==> config.mk <==
export PLATFORM = sky130hd
export DESIGN_NAME = itx_tokbuf
export DESIGN_NICKNAME = d
export VERILOG_FILES = /design/src/hw/rtl/itx_pkg.sv /design/src/hw/rtl/itx_tokbuf.sv
export SDC_FILE = /design/constraint.sdc
export NUM_CORES = 1
export LEC_CHECK = 0
export BUFFER_PORTS_ARGS = -buffer_cell sky130_fd_sc_hd__buf_2
export CAP_MARGIN = 20
export CORE_MARGIN = 1
export CORE_UTILIZATION = 49
export CTS_CLUSTER_DIAMETER = 200
export DETAILED_ROUTE_END_ITERATION = 7
export GPL_TIMING_DRIVEN = 1
export HOLD_SLACK_MARGIN = 0.05
export PLACE_DENSITY_LB_ADDON = 0.1
export SLEW_MARGIN = 30
export SYNTH_ARGS = -nofsm -noshare
export SYNTH_HDL_FRONTEND = slang
export SYNTH_SLANG_ARGS = --single-unit
==> constraint.sdc <==
create_clock -name clk -period 3.16 [get_ports clk]
set_input_delay 0.158 -clock clk [delete_from_list [all_inputs] [get_ports clk]]
set_output_delay 0.158 -clock clk [all_outputs]
set_load 0.02 [all_outputs]
==> src/hw/rtl/itx_pkg.sv <==
package itx_pkg;

    // largest number of results one query may return
    localparam int RESULT_CAP = 16;

    // job handed from the token buffer to the lookup engine
    typedef struct packed {
        logic       go;
        logic       query;
        logic [4:0] cap;
    } itx_job_t;

    // lookup engine states
    typedef enum logic [6:0] {
        S_IDLE = 7'b0000001,
        S_RD   = 7'b0000010,
        S_CMP  = 7'b0000100,
        S_HIT  = 7'b0001000,
        S_MISS = 7'b0010000,
        S_PCHK = 7'b0100000,
        S_ORD  = 7'b1000000
    } itx_state_t;

endpackage

==> src/hw/rtl/itx_tokbuf.sv <==
module itx_tokbuf #(
    parameter int TERM_BYTES   = 24,
    parameter int LINE_ID_BITS = 16
) (
    input  logic                             clk,
    input  logic                             rst_n,
    input  logic                             accept,
    input  logic                             op,
    input  logic [7:0]                       ch,
    input  logic                             last,
    input  logic [LINE_ID_BITS-1:0]          line_id,
    input  logic [4:0]                       max_lines,
    input  logic                             clr,
    output itx_pkg::itx_job_t                job,
    output logic [LINE_ID_BITS-1:0]          line,
    output logic [$clog2(TERM_BYTES)-1:0]    tok_len,
    output logic [(TERM_BYTES-1)*8-1:0]      tok_text
);
    import itx_pkg::*;

    localparam int TOK_MAX = TERM_BYTES - 1;
    localparam int LW      = $clog2(TERM_BYTES);

    logic [7:0]              buf_reg [TOK_MAX];
    logic [LW-1:0]           len_reg, len_next;
    itx_job_t                job_reg;
    logic [LINE_ID_BITS-1:0] line_reg;
    logic                    is_lo, is_up, is_dig, alnum, append, flush;
    logic [7:0]              lowered;

    // character classes
    always_comb
    begin
        is_lo   = (ch >= 8'h61) && (ch <= 8'h7a);
        is_up   = (ch >= 8'h41) && (ch <= 8'h5a);
        is_dig  = (ch >= 8'h30) && (ch <= 8'h39);
        alnum   = is_lo || is_up || is_dig;
        lowered = is_up ? ch + 8'd32 : ch;
        append  = accept && (op || alnum) && (len_reg < LW'(TOK_MAX));
        flush   = op ? last : (!alnum || last);
    end

    // token length
    always_comb
    begin
        len_next = len_reg;
        if (clr)
        begin
            len_next = '0;
        end
        else if (append)
        begin
            len_next = len_reg + 1'b1;
        end
    end

    always_ff @(posedge clk or negedge rst_n)
    begin
        if (!rst_n)
        begin
            len_reg <= '0;
            job_reg <= '0;
        end
        else
        begin
            len_reg    <= len_next;
            job_reg.go <= accept && flush;
            if (accept)
            begin
                job_reg.query <= op;
                job_reg.cap   <= max_lines;
            end
        end
    end

    // character bytes and line id of the item
    always_ff @(posedge clk)
    begin
        for (int i = 0; i < TOK_MAX; i++)
        begin
            if (append && (len_reg == LW'(i)))
            begin
                buf_reg[i] <= lowered;
            end
        end
        if (accept)
        begin
            line_reg <= line_id;
        end
    end

    always_comb
    begin
        for (int i = 0; i < TOK_MAX; i++)
        begin
            tok_text[i*8 +: 8] = buf_reg[i];
        end
    end

    assign job     = job_reg;
    assign line    = line_reg;
    assign tok_len = len_reg;

endmodule

**Yosys cells after proc, flatten, opt, wreduce, memory -nomap -nowiden**

Memories as Yosys holds them, arrays and structs flattened.
Index checks and enable logic that the tools add are counted.

- Bits in registers: 28
- Word-level logic and storage cells: 211
- Memories: 1
- Output and inout bits: 212
- RAM bits: 184

- Eq/ne operators: 22
- $add $sub $neg: 2
- Order comparisons: 7
- Muxes and demuxes: 116
- Reduce and logical (&&, ||, !) cells: 58

Memories:

| memory | depth | bits a word | rd ports | clocked after memory_dff | wr ports | RTL line | source |
|---|---|---|---|---|---|---|---|
| buf_reg | 23 | 8 | 23 | 0 | 1 | itx_tokbuf.sv:24 | `logic [7:0] buf_reg [TOK_MAX];` |

Operator list:

| operator | number |
|---|---|
| two-way mux 8 bit | 23 |
| OR reduction 8 bit | 22 |
| two-way mux 5 bit | 24 |
| two-way mux 1 bit | 69 |
| == test 5 x 4 -> 1 bit, second input constant | 8 |
| == test 5 bit, second input constant | 7 |
| logical AND 1 bit | 29 |
| == test 5 x 3 -> 1 bit, second input constant | 4 |
| greater-or-equal comparator 8 x 7 -> 1 bit, second input constant | 2 |
| <= comparator 8 x 7 -> 1 bit, second input constant | 2 |
| == test 5 x 2 -> 1 bit, second input constant | 2 |
| adder 8 x 6 -> 8 bit, second input constant | 1 |
| greater-or-equal comparator 8 x 6 -> 1 bit, second input constant | 1 |
| <= comparator 8 x 6 -> 1 bit, second input constant | 1 |
| adder 5 x 1 -> 5 bit, second input constant | 1 |
| == test 5 x 1 -> 1 bit, second input constant | 1 |
| zero test 5 bit | 1 |
| < comparator 5 bit, second input constant | 1 |
| logical OR 1 bit | 4 |
| nonzero test 2 bit | 1 |
| zero test 1 bit | 1 |

**Longest topological paths before layout**

Gate-level depths: netlist of run 1.

- Depth in word-level cells: 33
- Gate-level depth with buffers: 8
- Mapped depth without buffers: 7

**Worst setup path after synthesis of run 1**

OpenSTA, ideal clock, no wires.

- Path kind: flip-flop to flip-flop
- Start: register len_reg[3] (netlist: tok_len[3])
- End: memory buf_reg[2][0] (netlist: buf_reg[0][16]) (enable)
- Stages on the path, launching flop included: 7
- Library setup time: 0.395 ns
- Data arrival time: 2.192 ns
- Path slack: 0.573 ns
- Buffers on the path: 2
- Path through: dfrtp_1 > buf_2 > a31oi_1 > o21ai_1 > a31o_1 > buf_2 > nor4_1

- Word-level cells in the longest chain between the ends: 28

RTL lines:

| element | RTL line | source |
|---|---|---|
| start, declared | itx_tokbuf.sv:25 | `logic [LW-1:0] len_reg, len_next;` |
| start signal, assigned | itx_tokbuf.sv:66 | `len_reg <= len_next;` |
| < comparator 5 bit | itx_tokbuf.sv:39 | `append = accept && (op \|\| alnum) && (len_reg < LW'(TOK_MAX));` |
| logical AND 1 bit | itx_tokbuf.sv:39 |  |
| logical AND 1 bit | itx_tokbuf.sv:81 | `if (append && (len_reg == LW'(i)))` |
| two-way mux 1 bit | itx_tokbuf.sv:81 |  |
| two-way mux 1 bit (not written as such) | itx_tokbuf.sv:83 | `buf_reg[i] <= lowered;` |
| OR reduction 8 bit (no line) | - |  |
| two-way mux 5 bit (no line) or two-way mux 1 bit (tied branches) (22 in series) | - |  |
| end, declared | itx_tokbuf.sv:24 |  |

Several ways; a longest one is shown, not always the timed one.

**Worst setup path in the final report of run 1**

- Start: input ch[2]
- End: memory buf_reg[9][4] (netlist: buf_reg[1][12]) (enable)

- Word-level cells in the longest chain between the ends: 33

RTL lines:

| element | RTL line | source |
|---|---|---|
| start, declared | itx_tokbuf.sv:9 | `input logic [7:0] ch,` |
| greater-or-equal comparator 8 x 7 -> 1 bit, or another cell as far along | itx_tokbuf.sv:34 | `is_lo = (ch >= 8'h61) && (ch <= 8'h7a);` |
| logical AND 1 bit, on equally long branches | itx_tokbuf.sv:34, itx_tokbuf.sv:35 |  |
| logical OR 1 bit | itx_tokbuf.sv:37 | `alnum = is_lo \|\| is_up \|\| is_dig;` |
| logical OR 1 bit * | itx_tokbuf.sv:37 |  |
| logical OR 1 bit * | itx_tokbuf.sv:39 |  |
| logical AND 1 bit * (2 in series) | itx_tokbuf.sv:39 |  |
| logical AND 1 bit | itx_tokbuf.sv:81 |  |
| two-way mux 1 bit | itx_tokbuf.sv:81 |  |
| two-way mux 1 bit (not written as such) | itx_tokbuf.sv:83 |  |
| OR reduction 8 bit (no line) | - |  |
| two-way mux 5 bit (no line) or two-way mux 1 bit (tied branches) (22 in series) | - |  |

Mark *: on every way between the ends. The rest lies on a longest branch, timed or not.

==> results.cfg, run 1 <==
[power_and_ir_drop]
combinationalPowerShare = 0.061
vdd_drop_max_mv = 0.383
p_int_mw = 4.67
power_density_nw_per_um2 = 607
p_seq_frac = 0.536
power.leakage_nw = 3.74
clockPowerShare = 0.403
switching_share = 0.207
p_switching_mw = 1.22

[cts]
insertion_delay_ns = 0.48
clk_path_buf_depth = 3
cts_buffers = 21
root_buffer = clkbuf_16
cts_max_level = 1
clk_pin_slew_ns = 0.07
tritoncts = built
post_cts_buffers = 0
numClockSinks = 212

[sta]
tns_ns = 0
relSlewSlack = 0.331
finalHoldViolations = 0
setup_viol = 0
period_needed_ns = 2.68
rsz0062_at_grt = false
worst_pin_slew_ns = 0.996
worst_slack_ns = 0.482
fmax_mhz = 373
finalCritPeriodShare = 0.848
slew_viol_final = 0
fin_worst_skew_ns = 0.0122

[layout]
syn2layout_area_growth_pct = 36.5
largest_reg_flops = 184
fin_nets = 684
drive_above_1_share = 0.504
n_fill_cell = 945
finish.utilization = 0.691
n_antenna_cell = 0
final_cells = 835
design_area_sq_um = 9710

[grt]
grt_max_degree = 26
grt_use_total = 0.229
grt_pass1_vias = 4224
antenna_found_initial = 0
overflow = 0
grt_pass1_wl_microns = 24600

[yosys]
ys.flop_type = edfxtp_1
synth_top_area_cell = edfxtp_1
synth-async-reset-ratio = 0.0566
ys_top_cells_by_count = 200 x edfxtp_1, 18 x nor3_1, 15 x nor2_1
netlist_instances = 331
yosysMostFrequentCell = edfxtp_1
ys_seq_area_frac = 0.886
ys.warnings.count = 0
syn_area_sq_um = 7120
synth_nets = 374
synth_edf_count = 200
yosysUniqueCellTypes = 42
ys_seq_elements = 212
synthTopCellsByArea = edfxtp_1 84%, dfrtp_1 4.2%, ha_1 1.4%
synth_top_area_share = 0.844
syn_area_per_cell_sq_um = 21.5

[drt]
routedWlPerCell_microns = 20.8
vias = 4377
vias_per_cell = 5.24
ant_nets = 0
drc = 0
drtIter0Drc = 264
dr.pass1.iters = 4
drt_wl_total_microns = 17400

[min_path]
hold_path_class = input pin to async pin

[worst_setup_path]
required_ns = 3.26
arrival_ns = 2.78
start_kind = input pin
crit_type = input pin to flop
cp_max_fo = 9
endpoint_kind = flop

[floorplanning]
die_x_microns = 123
rows = 43
dieArea_sq_um = 15000
chipHeight_microns = 123
floorplan.initialDensity = 0.507
coreArea_sq_um = 14000
io_pins = 247

[place]
dpl.hpwl_microns = 11500
dp.cells = 771
place.gp.congestion = 0.854
numPortBuffers = 246
dp_slack_ns = 0.409
place_area_sq_um = 8710

[flow_run]
max_cap_violations = 0

[run_status]
status = complete, no violations
## repair_timing
action                                 CTS  global route
endpoints found under the hold margin   41             0
hold buffers                            27             0
gates resized for setup                  0             0
## area by class of cell
cell class | count | area (sq um) | share of cell area
clock buffer | 30 | 609 | 0.0628
clock inverter | 7 | 61.3 | 0.00631
inverter | 9 | 33.8 | 0.00348
multi-input combinational | 103 | 815 | 0.0839
sequential | 212 | 6310 | 0.649
tap | 180 | 225 | 0.0232
timing repair buffer | 294 | 1660 | 0.171
## layer usage
metal,part of all wire,vias to the layer above,track usage
met1,0.40,2159,0.316
li1,-,1931,-
met3,0.091,34,0.0530
met2,0.49,253,0.366
met4,0.022,0,0.0686
met5,0,-,0
## cell usage in the layout (no fill, tap or decap), types with 2 or more instances in the layout
cell,n
nor2_1,15
buf_4,21
clkbuf_1,4
ha_1,8
dlygate4sd3_1,27
clkbuf_16,21
dfrtp_1,12
clkinv_2,3
clkinv_1,2
nor4_2,3
o21a_1,2
a31oi_2,2
nor3_1,5
a311oi_1,5
clkbuf_8,5
a311o_1,5
buf_2,246
nor3_2,13
mux2_2,6
inv_1,9
edfxtp_1,200
nand2_1,13
## path summary, 6_finish.rpt
path	startpoint	endpoint	slack (ns)	depth (start not counted)
min in group clk	ch[4]	buf_reg[2][12]	0.12	1
max in group asynchronous	rst_n	tok_len[4]	2.82	2
hold / removal	rst_n	job[1]	0.10	2
setup / recovery	ch[2]	buf_reg[1][12]	0.48	8
hold reg to reg	job[0]	job[0]	0.51	1
setup reg to reg	tok_len[0]	buf_reg[1][12]	0.65	5
## logic make-up after synthesis
family,count (synthesis),share of synthesized area
compound gates,28,0.0345
xor+xnor,1,0.00123
fa+ha+maj,8,0.0141
buf+inv,16,0.0104
flops,212,0.886
mux,6,0.00949
simple gates,60,0.0441
## power by group through the flow
stage / Clock [mW] / Combinational (mW) / Sequential (mW)
finish: 2.38 / 0.359 / 3.16
global route: 2.53 / 0.385 / 3.16
CTS: 2.42 / 0.354 / 3.16
detailed placement: 0 / 0.327 / 3.21
global placement: 0 / 0.324 / 3.21
floorplan: 0 / 0.0926 / 3.27
## worst max-delay path, stage by stage
cell	delay, ns
dlygate4sd3_1	0.57
buf_2	0.21
nor3_4	0.28
a32o_1	0.21
nand3_1	0.10
a31o_1	0.28
buf_4	0.19
nor3_1	0.77
## per-stage QoR
step	power [mW]	hold slack (ns)
2_1_floorplan	3.37	-0.138
3_3_place_gp	3.54	0.0532
3_5_place_dp	3.54	0.0566
4_1_cts	5.93	0.0706
5_1_grt	6.07	0.120
6_report	5.89	0.103
Note: power is estimated with default switching activity, not from simulation.
==> run 2: changes to the inputs <==
Clock period 3.16 ns to 2.5 ns, I/O delays scaled along.
==> results.cfg, run 2 (synthesized netlist as in run 1, its figures left out) <==
[run_status]
status = complete, no violations

[sta]
period_needed_ns = 2.26
fmax_mhz = 442
fin_worst_skew_ns = 0.00789
relSlewSlack = 0.499
worst_slack_ns = 0.236
holdWs_ns = 0.0684
slew_viol_final = 0
worst_pin_slew_ns = 0.748
tns_ns = 0
finalCritPeriodShare = 0.906
finalHoldViolations = 0
setup_viol = 0
rsz0062_at_grt = false

[place]
dpl.hpwl_microns = 11300
dp.cells = 787
numPortBuffers = 246
place_area_sq_um = 8840
dp_slack_ns = 0.251
place.gp.congestion = 0.885

[layout]
seq_area_sq_um = 6310
fin_nets = 700
design_area_sq_um = 9760
layout_commonest_cell = buf_2
multi_input_area_sq_um = 756
final_cells = 849
drive_above_1_share = 0.493
largest_reg_flops = 184
n_fill_cell = 923
syn2layout_area_growth_pct = 37.1
finish.utilization = 0.695
n_antenna_cell = 0
most-common-layout-cells = 246 x buf_2, 200 x edfxtp_1, 36 x buf_4, 27 x dlygate4sd3_1, 21 x clkbuf_16

[cts]
clk_path_buf_depth = 3
insertion_delay_ns = 0.48
cts_resized = 0
post_cts_buffers = 0
cts_buffers = 21
numClockSinks = 212
root_buffer = clkbuf_16
tritoncts = built
clk_pin_slew_ns = 0.06
cts_max_level = 1

[power_and_ir_drop]
power.leakage_nw = 3.81
clockPowerShare = 0.401
vdd_drop_max_mv = 0.694
p_seq_frac = 0.538
p_int_mw = 5.87
switching_share = 0.208
combinationalPowerShare = 0.060
total_power_mw = 7.41
power_density_nw_per_um2 = 760
p_switching_mw = 1.55

[drt]
drtIter0Drc = 348
ant_nets = 0
drc = 0
drt_wl_total_microns = 17200
vias = 4405
dr.pass1.iters = 5
routedWlPerCell_microns = 20.3
vias_per_cell = 5.19

[worst_setup_path]
endpoint_kind = flop
cp_max_fo = 14
r2r_slack_ns = 0.44
required_ns = 2.61
crit_type = input pin to flop
start_kind = input pin
arrival_ns = 2.37

[floorplanning]
rows = 43
die_x_microns = 123
coreArea_sq_um = 14000
floorplan.initialDensity = 0.507
dieArea_sq_um = 15000
chipHeight_microns = 123
io_pins = 247

[grt]
overflow = 0
grt_use_total = 0.229
antenna_found_initial = 0
grt_pass1_wl_microns = 25000
grt_pass1_vias = 4295
grt_max_degree = 24

[flow_run]
max_cap_violations = 0

[min_path]
hold_path_class = input pin to async pin
[run 2: cell types whose count changed in the layout (fill, tap and decap cells not counted), moves of 5 or more]
cell / previous run / this run
buf_4: 21 / 36
nor3_1: 5 / 18
nor3_2: 13 / 0
clkbuf_8: 5 / 0
[run 2: layout make-up]
| type | instances | share of cell area |
|---|---|---|
| Sequential cell | 212 | 0.646 |
| Inverter | 9 | 0.00346 |
| Timing Repair Buffer | 310 | 0.184 |
| Clock inverter | 9 | 0.0104 |
| Clock buffer | 26 | 0.0558 |
| Multi-Input combinational cell | 103 | 0.0774 |
| Tap cell | 180 | 0.0231 |
[run 2: path summary, 6_finish.rpt]
path                             from              to  cells after the start
setup / recovery                ch[3]  buf_reg[1][63]                      7
hold / removal                  rst_n          job[5]                      2
setup reg to reg           tok_len[1]  buf_reg[1][63]                      6
hold reg to reg                job[0]          job[0]                      1
max in group asynchronous       rst_n      tok_len[3]                      2
min in group clk                ch[4]  buf_reg[2][20]                      1
[run 2: power by group through the flow]
| stage | sequential, mW | combinational [mW] | clock, mW |
|---|---|---|---|
| 3_3_place_gp | 4.06 | 0.411 | 0 |
| 5_1_grt | 3.99 | 0.482 | 3.16 |
| 3_5_place_dp | 4.06 | 0.417 | 0 |
| 2_1_floorplan | 4.14 | 0.118 | 0 |
| 4_1_cts | 3.99 | 0.450 | 3.03 |
| 6_report | 3.99 | 0.448 | 2.97 |
[run 2: per-layer routing]
metal,wire (microns),share of wire,global-route usage,vias up
met2,8540,0.49,0.379,239
met3,1490,0.086,0.0525,23
met4,281,0.016,0.0595,0
met5,0,0,0,-
li1,-,-,-,1967
met1,6940,0.40,0.307,2176
[run 2: repair_timing]
action                                  CTS  global route
hold buffers                             27             0
endpoints found under the setup margin    0             0
hold endpoints to repair                 47             0
[run 2: critical path, stage by stage]
cell           delay (ns)
dlygate4sd3_1        0.52
buf_2                0.27
nor2_1               0.12
a31oi_2              0.29
nand2_2              0.20
a31o_1               0.26
nor2_1               0.57
==> run 3: changes to the inputs <==
Settings changed: CELL_PAD_IN_SITES_DETAIL_PLACEMENT from default to 1, CELL_PAD_IN_SITES_GLOBAL_PLACEMENT from default to 2, CORE_UTILIZATION 49 to 35.
==> results.cfg, run 3 (synthesized netlist as in run 1, its figures left out) <==
[sta]
finalHoldViolations = 0
period_needed_ns = 2.37
setup_viol = 0
relSlewSlack = 0.491
rsz0062_at_grt = false
fmax_mhz = 423
slew_viol_final = 0
worst_pin_slew_ns = 0.760
tns_ns = 0
fin_worst_skew_ns = 0.00777
finalCritPeriodShare = 0.947

[place]
numPortBuffers = 246
dpl.hpwl_microns = 14100
place.gp.congestion = 0.883

[min_path]
hold_path_class = input pin to flop

[power_and_ir_drop]
power.leakage_nw = 3.80
power_density_nw_per_um2 = 744
vdd_drop_max_mv = 0.389

[worst_setup_path]
start_kind = input pin
arrival_ns = 2.56
cp_max_fo = 20
crit_type = input pin to flop
required_ns = 2.69
r2r_slack_ns = 0.43
endpoint_kind = flop

[layout]
n_fill_cell = 1960
drive_above_1_share = 0.490
fin_nets = 700
layout_commonest_cell = buf_2
syn2layout_area_growth_pct = 38.3
finish.utilization = 0.499
largest_reg_flops = 184
most-common-layout-cells = 246 x buf_2, 200 x edfxtp_1, 36 x buf_4, 26 x dlygate4sd3_1, 23 x clkbuf_16

[floorplanning]
dieArea_sq_um = 20900
floorplan.initialDensity = 0.361
io_pins = 247
coreArea_sq_um = 19700
rows = 51
die_x_microns = 145
chipHeight_microns = 145

[drt]
drtIter0Drc = 252
drt_wl_total_microns = 20700
drc = 0
dr.pass1.iters = 4
vias = 4377
vias_per_cell = 4.68
routedWlPerCell_microns = 22.1
ant_nets = 0

[cts]
cts_max_level = 1
root_buffer = clkbuf_16
numClockSinks = 212
post_cts_buffers = 0
clk_pin_slew_ns = 0.06
clk_path_buf_depth = 3
cts_resized = 0
insertion_delay_ns = 0.48
tritoncts = built
cts_hold_buf = 26
cts_buffers = 22

[flow_run]
max_cap_violations = 0

[grt]
grt_pass1_wl_microns = 28700
antenna_found_initial = 1
grt_max_degree = 24
overflow = 0
grt_pass1_vias = 4448
grt_use_total = 0.195

[run_status]
status = complete, no violations
==> run 3: changes by cell type in the layout (fill, tap and decap cells not counted), sizes merged <==
| cell | before | now |
|---|---|---|
| clkinv | 6 | 9 |
| bufinv | 2 | 0 |
| clkbuf | 26 | 28 |
| diode | 0 | 1 |
| dlygate4sd3 | 27 | 26 |
| inv | 10 | 9 |
==> run 3: final cells by class <==
class	instances	area [sq um]	area share
flip-flops and latches	212	6310	0.641
repair buffers	309	1780	0.181
multi-input cells	103	756	0.0768
clock buffers	28	594	0.0604
well taps	265	332	0.0337
clock inverters	9	36.3	0.00369
inverters	9	33.8	0.00343
diodes	1	2.50	0.000254
==> run 3: routing by layer <==
layer	wire, microns	global-route usage	up-vias
li1	-	-	1969
met1	8720	0.254	2211
met2	10400	0.339	177
met3	1330	0.0374	20
met4	260	0.0416	0
met5	0	0	-
==> run 3: path summary, 6_finish.rpt <==
kind | cells past startpoint | start | endpoint
worst max-delay path | 9 | ch[3] | buf_reg[1][45]
worst min-delay path | 1 | ch[4] | buf_reg[2][4]
worst max register to register | 6 | tok_len[0] | buf_reg[1][45]
worst min register to register | 1 | job[0] | job[0]
max in group asynchronous | 2 | rst_n | job[0]
min in group asynchronous | 2 | rst_n | job[5]
==> run 3: power by group <==
| part | leakage, nW | total, mW | internal, mW | switching [mW] |
|---|---|---|---|---|
| Clock | 0.308 | 2.86 | 1.66 | 1.20 |
| Combinational | 1.53 | 0.469 | 0.152 | 0.317 |
| Sequential | 1.96 | 3.99 | 3.96 | 0.0273 |
| Total | 3.80 | 7.32 | 5.78 | 1.54 |
==> run 3: critical path, cell delays in order <==
cell and delay [ns]:
dlygate4sd3_1 0.54, buf_2 0.30, nor2_1 0.13, a31oi_2 0.30, nand2_2 0.21, a31o_1 0.22
buf_4 0.22, nor3_1 0.27, buf_4 0.22
==> run 3: metrics by stage <==
stage,total power [mW],hold slack [ns],cell area (sq um),setup slack [ns],std cells
floorplan,4.26,-0.171,7120,0.0904,331
global placement,4.50,0.0191,8950,0.324,872
detailed placement,4.51,0.0263,8950,0.238,872
CTS,7.40,0.0566,9840,0.128,935
global route,7.54,0.0659,9840,0.0296,935
finish,7.32,0.0732,9840,0.134,936
